### config.mk
export PLATFORM = sky130hd
export DESIGN_NAME = square_wave_frequency_meter
export DESIGN_NICKNAME = d
export VERILOG_FILES = /design/src/sv/swfm_pkg.sv /design/src/sv/swfm_front.sv /design/src/sv/swfm_queue.sv /design/src/sv/swfm_back.sv /design/src/sv/square_wave_frequency_meter.sv
export SDC_FILE = /design/constraint.sdc
export NUM_CORES = 1
export LEC_CHECK = 0
export ABC_AREA = 1
export BUFFER_PORTS_ARGS = -buffer_cell sky130_fd_sc_hd__buf_2
export CELL_PAD_IN_SITES_DETAIL_PLACEMENT = 0
export CELL_PAD_IN_SITES_GLOBAL_PLACEMENT = 1
export CORE_AREA = 10 10 244 246
export CTS_CLUSTER_DIAMETER = 80
export CTS_CLUSTER_SIZE = 16
export DETAILED_ROUTE_END_ITERATION = 12
export DIE_AREA = 0 0 254 256
export PLACE_DENSITY_LB_ADDON = 0.05
export SLEW_MARGIN = 30
export SYNTH_ARGS = -nofsm -noshare
export SYNTH_HDL_FRONTEND = slang
export SYNTH_HIERARCHICAL = 1
export SYNTH_SLANG_ARGS = --single-unit
### constraint.sdc
create_clock -name clk -period 10.1 [get_ports clk]
set_input_delay 1.515 -clock clk [delete_from_list [all_inputs] [get_ports clk]]
set_output_delay 1.515 -clock clk [all_outputs]
set_load 0.005 [all_outputs]
### src/sv/swfm_pkg.sv
`timescale 1ns / 1ps

package swfm_pkg;

	// field and register widths
	localparam int FREQ_W     = 38;
	localparam int PERIOD_W   = 32;
	localparam int STATUS_W   = 2;
	localparam int TIMEOUT_W  = 32;
	localparam int DB_CFG_W   = 16;
	localparam int RATE_W     = 30;
	localparam int CFG_DATA_W = 32;
	localparam int CFG_IDX_W  = 2;

	// default parameter values
	localparam int COUNT_WIDTH_DEF    = 32;
	localparam int DEBOUNCE_WIDTH_DEF = 16;

	// queue between front and back
	localparam int QUEUE_DEPTH = 2;
	localparam int QUEUE_AW    = (QUEUE_DEPTH > 1) ? $clog2(QUEUE_DEPTH) : 1;
	localparam int QUEUE_CW    = $clog2(QUEUE_DEPTH + 1);

	// divider step counter width, one quotient bit per step
	localparam int DIV_CNT_W = $clog2(FREQ_W + 1);

	// status codes
	localparam logic [STATUS_W-1:0] ST_OK       = 2'd0;
	localparam logic [STATUS_W-1:0] ST_TIMEOUT  = 2'd1;
	localparam logic [STATUS_W-1:0] ST_READ_ERR = 2'd2;

	// register indexes
	localparam logic [CFG_IDX_W-1:0] REG_HALF_MODE = 2'd0;
	localparam logic [CFG_IDX_W-1:0] REG_TIMEOUT   = 2'd1;
	localparam logic [CFG_IDX_W-1:0] REG_DEBOUNCE  = 2'd2;
	localparam logic [CFG_IDX_W-1:0] REG_TICK_RATE = 2'd3;

	// register reset values
	localparam logic [TIMEOUT_W-1:0] TIMEOUT_RST   = 32'd50000000;
	localparam logic [DB_CFG_W-1:0]  DEBOUNCE_RST  = 16'd1000;
	localparam logic [RATE_W-1:0]    TICK_RATE_RST = 30'd50000000;

	typedef struct packed {
		logic                 half_mode;
		logic [TIMEOUT_W-1:0] timeout_ticks;
		logic [DB_CFG_W-1:0]  debounce_ticks;
		logic [RATE_W-1:0]    tick_rate_hz;
	} cfg_t;

	// one finished measurement waiting for the back end
	typedef struct packed {
		logic [STATUS_W-1:0] status;
		logic [PERIOD_W-1:0] period;
	} job_t;

endpackage

### src/sv/swfm_front.sv
`timescale 1ns / 1ps

module swfm_front #(
	parameter int COUNT_WIDTH    = swfm_pkg::COUNT_WIDTH_DEF,
	parameter int DEBOUNCE_WIDTH = swfm_pkg::DEBOUNCE_WIDTH_DEF
) (
	input  logic               clk,
	input  logic               arst_n,
	input  swfm_pkg::cfg_t     cfg,
	input  logic               item_fire,
	input  logic               action,
	input  logic               pin_level,
	input  logic               read_error,
	output logic               push,
	output swfm_pkg::job_t     push_job
);

	localparam int CW = COUNT_WIDTH;
	localparam int DW = DEBOUNCE_WIDTH;
	localparam int PW = (CW + 1 > 33) ? CW + 1 : 33;

	logic          busy_q, busy_d;
	logic          ref_q, ref_d;
	logic [CW-1:0] elapsed_q, elapsed_d;
	logic [CW-1:0] first_half_q, first_half_d;
	logic          half_seen_q, half_seen_d;
	logic          confirming_q, confirming_d;
	logic [DW-1:0] db_left_q, db_left_d;
	logic [CW-1:0] detect_q, detect_d;

	logic [CW-1:0]         el_inc;
	logic [DW-1:0]         db_dec;
	logic [DW+15:0]        db_wide;
	logic [DW-1:0]         db_cfg;
	logic                  do_confirm;
	logic [CW-1:0]         half;
	logic                  finished;
	logic                  period_push;
	logic [PW-1:0]         period_wide;
	logic [swfm_pkg::PERIOD_W-1:0] period_sat;

	// debounce setting fitted to the counter width
	assign db_wide = {{DW{1'b0}}, cfg.debounce_ticks};
	assign db_cfg  = db_wide[DW-1:0];

	// saturating tick count
	assign el_inc = (elapsed_q != {CW{1'b1}}) ? elapsed_q + 1'b1 : elapsed_q;
	assign db_dec = (db_left_q != '0) ? db_left_q - 1'b1 : db_left_q;

	// period saturates at the field maximum
	assign period_sat = (period_wide > PW'(32'hFFFF_FFFF)) ? 32'hFFFF_FFFF
		: period_wide[swfm_pkg::PERIOD_W-1:0];

	// measurement control for one transfer
	always_comb begin
		busy_d       = busy_q;
		ref_d        = ref_q;
		elapsed_d    = elapsed_q;
		first_half_d = first_half_q;
		half_seen_d  = half_seen_q;
		confirming_d = confirming_q;
		db_left_d    = db_left_q;
		detect_d     = detect_q;
		do_confirm   = 1'b0;
		half         = detect_q;
		finished     = 1'b0;
		period_push  = 1'b0;
		period_wide  = '0;
		push         = 1'b0;
		push_job     = '{status: swfm_pkg::ST_OK, period: '0};

		if (item_fire) begin
			if (action) begin
				if (read_error) begin
					busy_d = 1'b0;
					push   = 1'b1;
					push_job.status = swfm_pkg::ST_READ_ERR;
				end else begin
					busy_d       = 1'b1;
					ref_d        = pin_level;
					elapsed_d    = '0;
					first_half_d = '0;
					half_seen_d  = 1'b0;
					confirming_d = 1'b0;
					db_left_d    = '0;
					detect_d     = '0;
				end
			end else if (busy_q) begin
				elapsed_d = el_inc;
				if (read_error) begin
					busy_d = 1'b0;
					push   = 1'b1;
					push_job.status = swfm_pkg::ST_READ_ERR;
				end else begin
					// level change handling
					if (cfg.half_mode) begin
						if (pin_level != ref_q) begin
							busy_d      = 1'b0;
							finished    = 1'b1;
							period_push = 1'b1;
							period_wide = PW'({el_inc, 1'b0});
						end
					end else if (confirming_q) begin
						db_left_d = db_dec;
						if (db_dec == '0) begin
							if (pin_level != ref_q) begin
								do_confirm = 1'b1;
								half       = detect_q;
							end else begin
								confirming_d = 1'b0;
							end
						end
					end else if (pin_level != ref_q) begin
						confirming_d = 1'b1;
						detect_d     = el_inc;
						db_left_d    = db_cfg;
						if (db_cfg == '0) begin
							do_confirm = 1'b1;
							half       = el_inc;
						end
					end

					// confirmed half cycle, timed from the detection instant
					if (do_confirm) begin
						confirming_d = 1'b0;
						db_left_d    = '0;
						ref_d        = pin_level;
						elapsed_d    = el_inc - half;
						if (half_seen_q) begin
							busy_d      = 1'b0;
							half_seen_d = 1'b0;
							finished    = 1'b1;
							period_push = 1'b1;
							period_wide = PW'(first_half_q) + PW'(half);
						end else begin
							first_half_d = half;
							half_seen_d  = 1'b1;
						end
					end

					// timeout check
					if (!finished && (PW'(elapsed_d) > PW'(cfg.timeout_ticks)
						|| elapsed_d == {CW{1'b1}})) begin
						busy_d       = 1'b0;
						confirming_d = 1'b0;
						push         = 1'b1;
						push_job.status = swfm_pkg::ST_TIMEOUT;
					end

					if (period_push) begin
						push            = 1'b1;
						push_job.status = swfm_pkg::ST_OK;
						push_job.period = period_sat;
					end
				end
			end
		end
	end

	// measurement state
	always_ff @(posedge clk or negedge arst_n) begin
		if (!arst_n) begin
			busy_q       <= 1'b0;
			ref_q        <= 1'b0;
			elapsed_q    <= '0;
			first_half_q <= '0;
			half_seen_q  <= 1'b0;
			confirming_q <= 1'b0;
			db_left_q    <= '0;
			detect_q     <= '0;
		end else begin
			busy_q       <= busy_d;
			ref_q        <= ref_d;
			elapsed_q    <= elapsed_d;
			first_half_q <= first_half_d;
			half_seen_q  <= half_seen_d;
			confirming_q <= confirming_d;
			db_left_q    <= db_left_d;
			detect_q     <= detect_d;
		end
	end

endmodule

### src/sv/swfm_queue.sv
`timescale 1ns / 1ps

module swfm_queue (
	input  logic           clk,
	input  logic           arst_n,
	input  logic           push,
	input  swfm_pkg::job_t push_job,
	input  logic           pop,
	output logic           full,
	output logic           not_empty,
	output swfm_pkg::job_t head_job
);

	localparam int AW = swfm_pkg::QUEUE_AW;
	localparam int CNW = swfm_pkg::QUEUE_CW;

	swfm_pkg::job_t  entry_q [swfm_pkg::QUEUE_DEPTH];
	logic [AW-1:0]   wr_ptr_q;
	logic [AW-1:0]   rd_ptr_q;
	logic [CNW-1:0]  count_q;
	logic            do_push;
	logic            do_pop;

	assign full      = (count_q == CNW'(swfm_pkg::QUEUE_DEPTH));
	assign not_empty = (count_q != '0);
	assign head_job  = entry_q[rd_ptr_q];
	assign do_push   = push && !full;
	assign do_pop    = pop && not_empty;

	// entry storage
	always_ff @(posedge clk) begin
		if (do_push) begin
			entry_q[wr_ptr_q] <= push_job;
		end
	end

	// pointers and fill count
	always_ff @(posedge clk or negedge arst_n) begin
		if (!arst_n) begin
			wr_ptr_q <= '0;
			rd_ptr_q <= '0;
			count_q  <= '0;
		end else begin
			if (do_push) begin
				wr_ptr_q <= (wr_ptr_q == AW'(swfm_pkg::QUEUE_DEPTH - 1)) ? '0
					: wr_ptr_q + 1'b1;
			end
			if (do_pop) begin
				rd_ptr_q <= (rd_ptr_q == AW'(swfm_pkg::QUEUE_DEPTH - 1)) ? '0
					: rd_ptr_q + 1'b1;
			end
			if (do_push && !do_pop) begin
				count_q <= count_q + 1'b1;
			end else if (do_pop && !do_push) begin
				count_q <= count_q - 1'b1;
			end
		end
	end

	// a transfer is only offered to a queue with room
	assert property (@(posedge clk) disable iff (!arst_n) push |-> !full)
		else $error("queue written while full");

endmodule

### src/sv/swfm_back.sv
`timescale 1ns / 1ps

module swfm_back (
	input  logic                              clk,
	input  logic                              arst_n,
	input  logic [swfm_pkg::RATE_W-1:0]       tick_rate_hz,
	input  logic                              job_valid,
	input  swfm_pkg::job_t                    job,
	output logic                              job_pop,
	output logic                              out_valid,
	input  logic                              out_ready,
	output logic [swfm_pkg::FREQ_W-1:0]       frequency_q8,
	output logic [swfm_pkg::PERIOD_W-1:0]     period_ticks,
	output logic [swfm_pkg::STATUS_W-1:0]     status
);

	localparam int FW  = swfm_pkg::FREQ_W;
	localparam int PRW = swfm_pkg::PERIOD_W;
	localparam int NW  = swfm_pkg::DIV_CNT_W;

	typedef enum logic [2:0] {
		B_IDLE = 3'b001,
		B_DIV  = 3'b010,
		B_OUT  = 3'b100
	} back_state_t;

	back_state_t                  state_q;
	logic [FW-1:0]                num_q;
	logic [PRW-1:0]               den_q;
	logic [PRW-1:0]               rem_q;
	logic [NW-1:0]                cnt_q;
	logic [FW-1:0]                freq_q;
	logic [PRW-1:0]               period_q;
	logic [swfm_pkg::STATUS_W-1:0] status_q;

	logic [PRW:0]   rem_shift;
	logic [PRW+1:0] trial;
	logic           ge;
	logic [PRW-1:0] rem_next;
	logic [FW-1:0]  num_next;
	logic           needs_div;

	// one restoring divide step: quotient bits shift in behind the dividend
	assign rem_shift = {rem_q, num_q[FW-1]};
	assign trial     = {1'b0, rem_shift} - {2'b00, den_q};
	assign ge        = !trial[PRW+1];
	assign rem_next  = ge ? trial[PRW-1:0] : rem_shift[PRW-1:0];
	assign num_next  = {num_q[FW-2:0], ge};

	assign needs_div = (job.status == swfm_pkg::ST_OK) && (job.period != '0);
	assign job_pop   = (state_q == B_IDLE) && job_valid;

	assign out_valid    = (state_q == B_OUT);
	assign frequency_q8 = freq_q;
	assign period_ticks = period_q;
	assign status       = status_q;

	// sequencer
	always_ff @(posedge clk or negedge arst_n) begin
		if (!arst_n) begin
			state_q <= B_IDLE;
			cnt_q   <= '0;
		end else begin
			case (state_q)
				B_IDLE: begin
					if (job_valid) begin
						if (needs_div) begin
							state_q <= B_DIV;
							cnt_q   <= NW'(FW);
						end else begin
							state_q <= B_OUT;
						end
					end
				end
				B_DIV: begin
					cnt_q <= cnt_q - 1'b1;
					if (cnt_q == NW'(1)) begin
						state_q <= B_OUT;
					end
				end
				B_OUT: begin
					if (out_ready) begin
						state_q <= B_IDLE;
					end
				end
				default: begin
					state_q <= B_IDLE;
				end
			endcase
		end
	end

	// divider datapath and result register
	always_ff @(posedge clk) begin
		if (job_pop) begin
			period_q <= job.period;
			status_q <= job.status;
			num_q    <= {tick_rate_hz, 8'h00};
			den_q    <= job.period;
			rem_q    <= '0;
			freq_q   <= '0;
		end else if (state_q == B_DIV) begin
			num_q <= num_next;
			rem_q <= rem_next;
			if (cnt_q == NW'(1)) begin
				freq_q <= num_next;
			end
		end
	end

	// a failed measurement carries no figures
	assert property (@(posedge clk) disable iff (!arst_n)
		out_valid && status != swfm_pkg::ST_OK |-> frequency_q8 == '0 && period_ticks == '0)
		else $error("failure result with nonzero figures");

	// the divide runs for a bounded number of steps
	assert property (@(posedge clk) disable iff (!arst_n)
		state_q == B_DIV |-> cnt_q != '0 && cnt_q <= NW'(FW))
		else $error("divide step count out of range");

	// a result leaves the divider only after its last step
	assert property (@(posedge clk) disable iff (!arst_n)
		$rose(out_valid) |-> $past(state_q == B_IDLE) || $past(cnt_q == NW'(1)))
		else $error("result shown before the divide finished");

endmodule

### src/sv/square_wave_frequency_meter.sv
`timescale 1ns / 1ps

// Square-wave frequency meter.
// Input channel (in_valid/in_ready): one transfer per pin sample. action = 1
// starts a measurement and takes pin_level as the reference level, or with
// read_error set gives a read-error result; action = 0 is a tick carrying a
// sample and a read_error flag. Ticks while idle are dropped. The front end
// takes one transfer per cycle whenever the two-entry result queue has room.
// Output channel (out_valid/out_ready): one result per finished measurement,
// with the period in ticks, the frequency with 8 fractional bits and a status
// (ok, timeout, read error). Failures carry zero figures.
// A successful result passes from the queue through the bit-serial divider
// (38 steps, one quotient bit per cycle) before out_valid rises; a failure
// result goes from the queue straight to the output register.
// When out_ready is low the result holds in the output register; the queue
// fills and in_ready then drops until the back end frees an entry.
// Configuration (cfg_write/cfg_index/cfg_data) takes one register per cycle;
// the user must write it only while the meter is idle (the block never checks).
// Reset clears the meter to idle and loads the default register values.
module square_wave_frequency_meter #(
	parameter int COUNT_WIDTH    = swfm_pkg::COUNT_WIDTH_DEF,
	parameter int DEBOUNCE_WIDTH = swfm_pkg::DEBOUNCE_WIDTH_DEF
) (
	input  logic                                clk,
	input  logic                                arst_n,
	input  logic                                cfg_write,
	input  logic [swfm_pkg::CFG_IDX_W-1:0]      cfg_index,
	input  logic [swfm_pkg::CFG_DATA_W-1:0]     cfg_data,
	input  logic                                in_valid,
	output logic                                in_ready,
	input  logic                                action,
	input  logic                                pin_level,
	input  logic                                read_error,
	output logic                                out_valid,
	input  logic                                out_ready,
	output logic [swfm_pkg::FREQ_W-1:0]         frequency_q8,
	output logic [swfm_pkg::PERIOD_W-1:0]       period_ticks,
	output logic [swfm_pkg::STATUS_W-1:0]       status
);

	swfm_pkg::cfg_t cfg_q;
	logic           item_fire;
	logic           push;
	swfm_pkg::job_t push_job;
	logic           q_full;
	logic           q_not_empty;
	logic           q_pop;
	swfm_pkg::job_t head_job;

	// configuration registers
	always_ff @(posedge clk or negedge arst_n) begin
		if (!arst_n) begin
			cfg_q.half_mode      <= 1'b0;
			cfg_q.timeout_ticks  <= swfm_pkg::TIMEOUT_RST;
			cfg_q.debounce_ticks <= swfm_pkg::DEBOUNCE_RST;
			cfg_q.tick_rate_hz   <= swfm_pkg::TICK_RATE_RST;
		end else if (cfg_write) begin
			case (cfg_index)
				swfm_pkg::REG_HALF_MODE: cfg_q.half_mode <= cfg_data[0];
				swfm_pkg::REG_TIMEOUT: begin
					cfg_q.timeout_ticks <= cfg_data[swfm_pkg::TIMEOUT_W-1:0];
				end
				swfm_pkg::REG_DEBOUNCE: begin
					cfg_q.debounce_ticks <= cfg_data[swfm_pkg::DB_CFG_W-1:0];
				end
				swfm_pkg::REG_TICK_RATE: begin
					cfg_q.tick_rate_hz <= cfg_data[swfm_pkg::RATE_W-1:0];
				end
				default: begin
					cfg_q <= cfg_q;
				end
			endcase
		end
	end

	// input transfer
	assign in_ready  = !q_full;
	assign item_fire = in_valid && in_ready;

	swfm_front #(
		.COUNT_WIDTH    (COUNT_WIDTH),
		.DEBOUNCE_WIDTH (DEBOUNCE_WIDTH)
	) u_front (
		.clk        (clk),
		.arst_n     (arst_n),
		.cfg        (cfg_q),
		.item_fire  (item_fire),
		.action     (action),
		.pin_level  (pin_level),
		.read_error (read_error),
		.push       (push),
		.push_job   (push_job)
	);

	swfm_queue u_queue (
		.clk       (clk),
		.arst_n    (arst_n),
		.push      (push),
		.push_job  (push_job),
		.pop       (q_pop),
		.full      (q_full),
		.not_empty (q_not_empty),
		.head_job  (head_job)
	);

	swfm_back u_back (
		.clk          (clk),
		.arst_n       (arst_n),
		.tick_rate_hz (cfg_q.tick_rate_hz),
		.job_valid    (q_not_empty),
		.job          (head_job),
		.job_pop      (q_pop),
		.out_valid    (out_valid),
		.out_ready    (out_ready),
		.frequency_q8 (frequency_q8),
		.period_ticks (period_ticks),
		.status       (status)
	);

endmodule
==> results of run 1 <==
[worst register-to-register path, delay by kind of cell, from the launching register on]
kind | cells | cell delay [ns]
compound gates | 4 | 1.12
buf+inv | 10 | 1.44
flops | 1 | 0.43
simple gates | 26 | 3.78
fa+ha+maj | 3 | 0.88
[per-layer routing]
metal | vias up | share of wire (%)
li1 | 12114 | -
met3 | 144 | 6.3
met5 | - | 0.032
met1 | 12154 | 44
met4 | 4 | 3.3
met2 | 832 | 46
[cell type report]
class,instances,area (um2),area share (%)
antenna,2,5.00,0.0171
inverter,474,1790,6.13
clock inverter,14,145,0.497
timing repair buffer,149,848,2.90
clock buffer,50,975,3.34
tap,704,881,3.02
multi-input combinational,2634,13800,47.2
sequential,418,10800,36.9
[kinds of logic after synthesis]
kind of cell / share of synthesized area (%)
AO/OA/AOI/OAI: 12.6
buffers and inverters: 9.16
adder cells (fa/ha/maj): 6.80
AND/OR/NAND/NOR: 28.5
flip-flops: 39.9
XOR/XNOR: 2.95
[synth_stat cells (all sizes together) (65+ instances only)]
cell    count
nand3     159
nand4     114
nor2      288
dfxtp      78
nand2    1191
a21oi     189
edfxtp    132
dfrtp     177
inv       473
o21ai     223
buf        66
ha        142
clkbuf     65
[metrics by stage]
step                total power [mW]  setup slack, ns  util (%)
global placement                7.51             1.65      51.3
global route                    9.63             1.30      53.4
finish                          8.99             2.07      53.4
detailed placement              7.52             1.70      51.3
CTS                             8.94             2.13      53.4
floorplan                       5.87             2.22         -
[state kept, by name, summed over array words and instances, names as in the netlist, 2 cells and up]
register              cells
u_back/cnt_q              6
u_back/status             2
u_back/num_q             38
cfg_q                    79
u_queue/entry_q          68
u_back/state_q            3
u_front/elapsed_q        32
u_queue/count_q           2
u_front/db_left_q        16
u_front/first_half_q     32
u_back/period_ticks      32
u_front/detect_q         32
u_back/frequency_q8      38
u_back/rem_q             32
[power by group]
group | internal, mW | total, mW | switching [mW]
logic | 1.49 | 5.05 | 3.56
clock network | 0.721 | 1.40 | 0.676
registers | 2.23 | 2.55 | 0.314
total | 4.44 | 8.99 | 4.55
[worst max path at each step]
stage | end | start | cells after the start | slack (ns)
floorplan | u_queue/entry_q[1][0] | pin_level | 40 | 2.22
CTS | u_queue/entry_q[0][7] | u_front/elapsed_q[0] | 43 | 2.13
global placement | u_queue/entry_q[0][14] | pin_level | 37 | 1.65
detailed placement | u_queue/entry_q[0][11] | pin_level | 44 | 1.70
global route | u_queue/entry_q[0][13] | u_front/elapsed_q[0] | 43 | 1.30
finish | u_queue/entry_q[0][7] | u_front/elapsed_q[0] | 43 | 2.07
==> metrics.cfg, run 1 <==
[run_status]
run_status = finished clean

[floorplan]
design.die.area_um2 = 65000
die_w_um = 254
dieHeight_um = 256
initial_utilization_pct = 49.4
core_region_area_um2 = 54700
pin_count = 116
floorplan.rows = 86

[yosys]
synth-warning-count = 6
summed_instance_area_of_the_synthesized_netlist_um2 = 27000
synth_net_count = 3844
netlist.area_leader.share_pct = 16.4
syn_inst = 3657
postSynthRegisterBits = 418
synth_area_per_cell_um2 = 7.38
yosys.cell_types.count = 62
cell_type_with_the_highest_aggregate_area_in_the_netlist = dfrtp_1
async_flop_share_pct = 49.8
seq_area_frac_synth_pct = 39.9
synth_enable_flop_cells = 132
synth_ff_type = dfrtp_1
synth_area_leaders = dfrtp_1 16%, nand2_1 16%, edfxtp_1 15%

[placed_design]
hpwl_mm = 71.3
cells_after_dpl = 4379
port_buffers = 115
global_placement_routability_congestion = 1.01
detailed_place.area_um2 = 28100

[global_routing]
grt_most_used_layer = met2
grt_use_met2_pct = 44.6
first_global_vias = 23891
grtUsageTotal_pct = 27.7
grt.met3_usage_pct = 3.29
antenna_violations_before_repair = 2
groute.layer.met1.usage_pct = 38.0
grt_residual_overflow = 0
grt_start_max_net_pins = 90
grt_first_pass_wirelength_mm = 142

[clock_tree]
h_tree_levels = 2
cts.repair.resized = 0
worstSkewPairLatency_ns = 0.58
postCtsSetupBuffers = 0
tritoncts.num_buffers = 36
cts_tree = built
cts_root_buf = clkbuf_16
clock_path_buffers = 3
clk_pin_slew_worst_paths_ns = 0.07
cts.sink_count = 418
cts_hold_buffers = 0

[finish]
num-nets-final = 3900
layout.filler_cells = 5388
layout_common_cells = 1159 x nand2_1, 454 x inv_1, 264 x nor2_1
mostFrequentLayoutCell = nand2_1
stdcell_count = 4445
final_layout_size_suffix_gt1_share_pct = 8.88
final_cell_area_um2 = 29200
synthToLayoutAreaGrowth_pct = 8.18

[timing]
total_count_of_hold_check_failures_in_the_final_report = 0
rsz_0062_raised_after_global_routing = false
min_period_ns = 8.03
ratio_of_final_minimum_period_to_clock_period_pct = 79.5
worst-slew-pin-transition_ns = 0.989
fmax_mhz = 124
whs_ns = 0.461
fin_worst_skew_ns = 0.0292
slew_violations = 0
setup_violations = 0
relSlewSlack_pct = 34.0
fin_tns_setup_ns = 0

[routing]
detail_route.first_pass.iterations = 6
remaining_drc_errors = 0
via_count = 25248
avgRoutedWirePerCell_um = 20.6
drtIter0Drc = 2327
postRouteAntennaNets = 0
routed_via_density = 5.68
postRouteWirelength_mm = 91.8

[critical_path]
endpoint_kind = flop
critical_path.top_delay_family = simple AND/OR/NAND/NOR gates
rr_endpoint = u_queue/entry_q[0][7]
cp.arrival_ns = 8.24
worst-r2r-setup-slack_ns = 2.07
reg2reg_from = u_front/elapsed_q[0]
r2r_cells = 43
worst_ep_required_time_ns = 10.30
timing.critical_path.mode_cell = nand2_1
worstSetupPathType = reg2reg
cp-start-kind = flop
critical_path.max_fanout = 34
slowest_library_cell_on_the_worst_path = nor4b_1
crit_path_max_incr_delay_ns = 0.69
critPathBufInv = 10

[run]
cap_viol_max_count = 0

[hold_path]
holdCritPathClass = reg2reg
cell_count_of_the_worst_hold_path = 2
holdPathEnd = u_back/frequency_q8[1]
min-delay-start = u_back/frequency_q8[1]

[power_and_ir_drop]
pwr_density_cell_nw_per_um2 = 308
power.ir.vdd_worst_uv = 237
power.leakage_nw = 14.6

Note: power is estimated with default switching activity, not from simulation.
==> inputs of run 2 (changes only) <==
- CORE_AREA: 10 10 244 246 -> 10 10 251 253
- DIE_AREA: 0 0 254 256 -> 0 0 261 263
- clock period: 10.1 -> 7.74 ns (I/O delays scaled with it)
==> run 2 against run 1 <==
Cell count rose by 2.3%; cell area rose by 1.4%; clock-buffer cell count rose by 4; power rose by 34%; clock power rose by 39%; combinational power rose by 35%; register-to-register slack got worse by 1.5 ns; worst setup slack got worse by 1.5 ns; core utilization fell by 2.6 points; die area rose by 5.6%; critical path type unchanged; critical endpoint is now u_queue/entry_q[0][14].
==> metrics.cfg, run 2 (synthesis gave the netlist of run 1 again) <==
[clock_tree]
cts.sink_count = 418  ; unchanged
tritoncts.num_buffers = 38  ; +5.6%
worstSkewPairLatency_ns = 0.59  ; about the same
cts_tree = built
cts_root_buf = clkbuf_16
clock_path_buffers = 3  ; unchanged
clk_pin_slew_worst_paths_ns = 0.08  ; about the same
h_tree_levels = 2  ; unchanged

[timing]
total_count_of_hold_check_failures_in_the_final_report = 0  ; unchanged
setup_violations = 0  ; unchanged
worst-slew-pin-transition_ns = 1.00  ; +0.0129 ns
min_period_ns = 7.13  ; -0.900 ns
fin_worst_skew_ns = 0.0330  ; +0.00379 ns
fmax_mhz = 140  ; +13%
relSlewSlack_pct = 32.5  ; -1.5 points
rsz_0062_raised_after_global_routing = false
ratio_of_final_minimum_period_to_clock_period_pct = 92.2  ; +13 points
whs_ns = 0.460  ; -0.00104 ns
slew_violations = 0  ; unchanged
setup_ws_ns = 0.606  ; -1.46 ns
fin_tns_setup_ns = 0  ; unchanged

[power_and_ir_drop]
power_frac_clock_pct = 16.1  ; +0.6 points
total_power_mw = 12.1  ; +34%
power.ir.vdd_worst_uv = 246  ; +3.7%
power.internal_mw = 5.95  ; +34%
p_sw_share_pct = 50.6  ; +0.056 points
pwr_density_cell_nw_per_um2 = 407  ; +32%
power.leakage_nw = 14.8  ; +1.3%
power_share_of_the_combinational_group_pct = 56.4  ; +0.3 points
p_sw_mw = 6.11  ; +34%
relative_contribution_of_sequential_cells_to_total_power_pct = 27.5  ; -0.8 points

[run_status]
run_status = finished clean

[routing]
avgRoutedWirePerCell_um = 21.3  ; +3.0%
routed_via_density = 5.59  ; -1.6%
postRouteAntennaNets = 0  ; unchanged
postRouteWirelength_mm = 96.6  ; +5.3%
detail_route.first_pass.iterations = 6  ; unchanged
drtIter0Drc = 2716  ; +17%
remaining_drc_errors = 0  ; unchanged
via_count = 25396  ; +0.59%

[finish]
layout_top_registers = cfg_q (79), u_queue/entry_q (68)
mostFrequentLayoutCell = nand2_1
largest_register_ffs = 79  ; unchanged
final_layout_size_suffix_gt1_share_pct = 9.57  ; +0.69 points
regMostFlops = cfg_q
num-nets-final = 3928  ; +0.72%
postLayoutCoreUtil_pct = 50.9  ; -2.6 points
layout_common_cells = 1160 x nand2_1, 454 x inv_1, 264 x nor2_1
layout.filler_cells = 5895  ; +9.4%
synthToLayoutAreaGrowth_pct = 9.74

[critical_path]
cp.arrival_ns = 7.40  ; -0.84 ns
timing.critical_path.mode_cell = nand2_1
worst-r2r-setup-slack_ns = 0.61  ; -1.46 ns
slowest_library_cell_on_the_worst_path = dfrtp_1
endpoint_kind = flop
worst_ep_required_time_ns = 8.00  ; -2.30 ns
critical_path.max_fanout = 34  ; unchanged
cp-start-kind = flop
worstSetupPathType = reg2reg
crit_path_max_incr_delay_ns = 0.44  ; -0.25 ns

[placed_design]
hpwl_mm = 75.4  ; +5.7%
port_buffers = 115  ; unchanged
global_placement_routability_congestion = 1.04  ; +2.5%
place_ws_ns = 0.584  ; -1.11 ns

[floorplan]
die_w_um = 261  ; +2.8%
dieHeight_um = 263  ; +2.7%
core_region_area_um2 = 58200  ; +6.5%
design.die.area_um2 = 68600  ; +5.6%
floorplan.rows = 89  ; +3.5%
initial_utilization_pct = 46.4  ; -3.0 points
pin_count = 116  ; unchanged

[global_routing]
grtUsageTotal_pct = 27.5  ; -0.19 points
grt_first_pass_wirelength_mm = 147  ; +3.9%
first_global_vias = 24390  ; +2.1%
grt_start_max_net_pins = 97  ; +7.8%
antenna_violations_before_repair = 2  ; unchanged
grt_residual_overflow = 0  ; unchanged

[hold_path]
holdCritPathClass = reg2reg

[run]
cap_viol_max_count = 0  ; unchanged

## run 2: changes by cell type in the layout (fill, tap and decap cells not counted), sizes merged
cell | before | now
clkinv | 7 | 6
inv | 480 | 483
buf | 149 | 175
clkbuf | 50 | 54
## run 2: worst max-delay path: cells and delay by family, from the launching register on
| family | cells | cell delay (ns) |
|---|---|---|
| buffers and inverters | 10 | 1.32 |
| DFF | 1 | 0.44 |
| AOI/OAI and AO/OA | 6 | 1.14 |
| and+or+nand+nor | 20 | 2.99 |
| adders and majority gates | 3 | 0.89 |
## run 2: area by class of cell
| cell class | instances | area [um2] | area share [%] |
|---|---|---|---|
| Tap cell | 773 | 967 | 3.26 |
| Timing Repair Buffer | 175 | 1080 | 3.64 |
| Multi-Input combinational cell | 2634 | 13800 | 46.6 |
| Sequential cell | 418 | 10800 | 36.4 |
| Clock inverter | 16 | 191 | 0.646 |
| Inverter | 474 | 1790 | 6.04 |
| Clock buffer | 54 | 1030 | 3.48 |
| Antenna cell | 2 | 5.00 | 0.0169 |
## run 2: power groups by stage
stage | combinational (mW) | sequential (mW) | clock (mW)
3_5_place_dp | 6.69 | 3.35 | 0
6_report | 6.81 | 3.31 | 1.94
2_1_floorplan | 4.46 | 3.20 | 0
3_3_place_gp | 6.70 | 3.34 | 0
4_1_cts | 6.72 | 3.31 | 1.98
5_1_grt | 7.45 | 3.37 | 2.06
## run 2: worst paths after layout
path	from	endpoint	cells past startpoint
setup / recovery	u_front/elapsed_q[0]	u_queue/entry_q[0][14]	39
hold / removal	u_back/frequency_q8[6]	u_back/frequency_q8[6]	2
setup reg to reg	u_front/elapsed_q[0]	u_queue/entry_q[0][14]	39
hold reg to reg	u_back/frequency_q8[6]	u_back/frequency_q8[6]	2
max in group asynchronous	arst_n	u_front/detect_q[15]	2
min in group asynchronous	arst_n	u_back/state_q[1]	1
## run 2: repair_timing
item / in CTS / in global routing
gates resized for setup: 0 / 2
endpoints found under the setup margin: 0 / 69
buffers inserted: 0 / 0
hold buffers: 0 / 0
## run 2: metrics by stage
stage / cells / area (um2)
after global placement: 4474 / 28400
after global routing: 4545 / 29600
final: 4546 / 29600
after CTS: 4544 / 29600
after floorplan: 3657 / 27000
after detailed placement: 4474 / 28400
## run 2: layer usage
| layer | vias up | GRT usage, % | part of all wire, % |
|---|---|---|---|
| li1 | 12178 | - | - |
| met1 | 12075 | 37.5 | 44 |
| met2 | 955 | 43.0 | 45 |
| met3 | 186 | 4.37 | 7.2 |
| met4 | 2 | 10.8 | 4.1 |
| met5 | - | 0 | 0.011 |
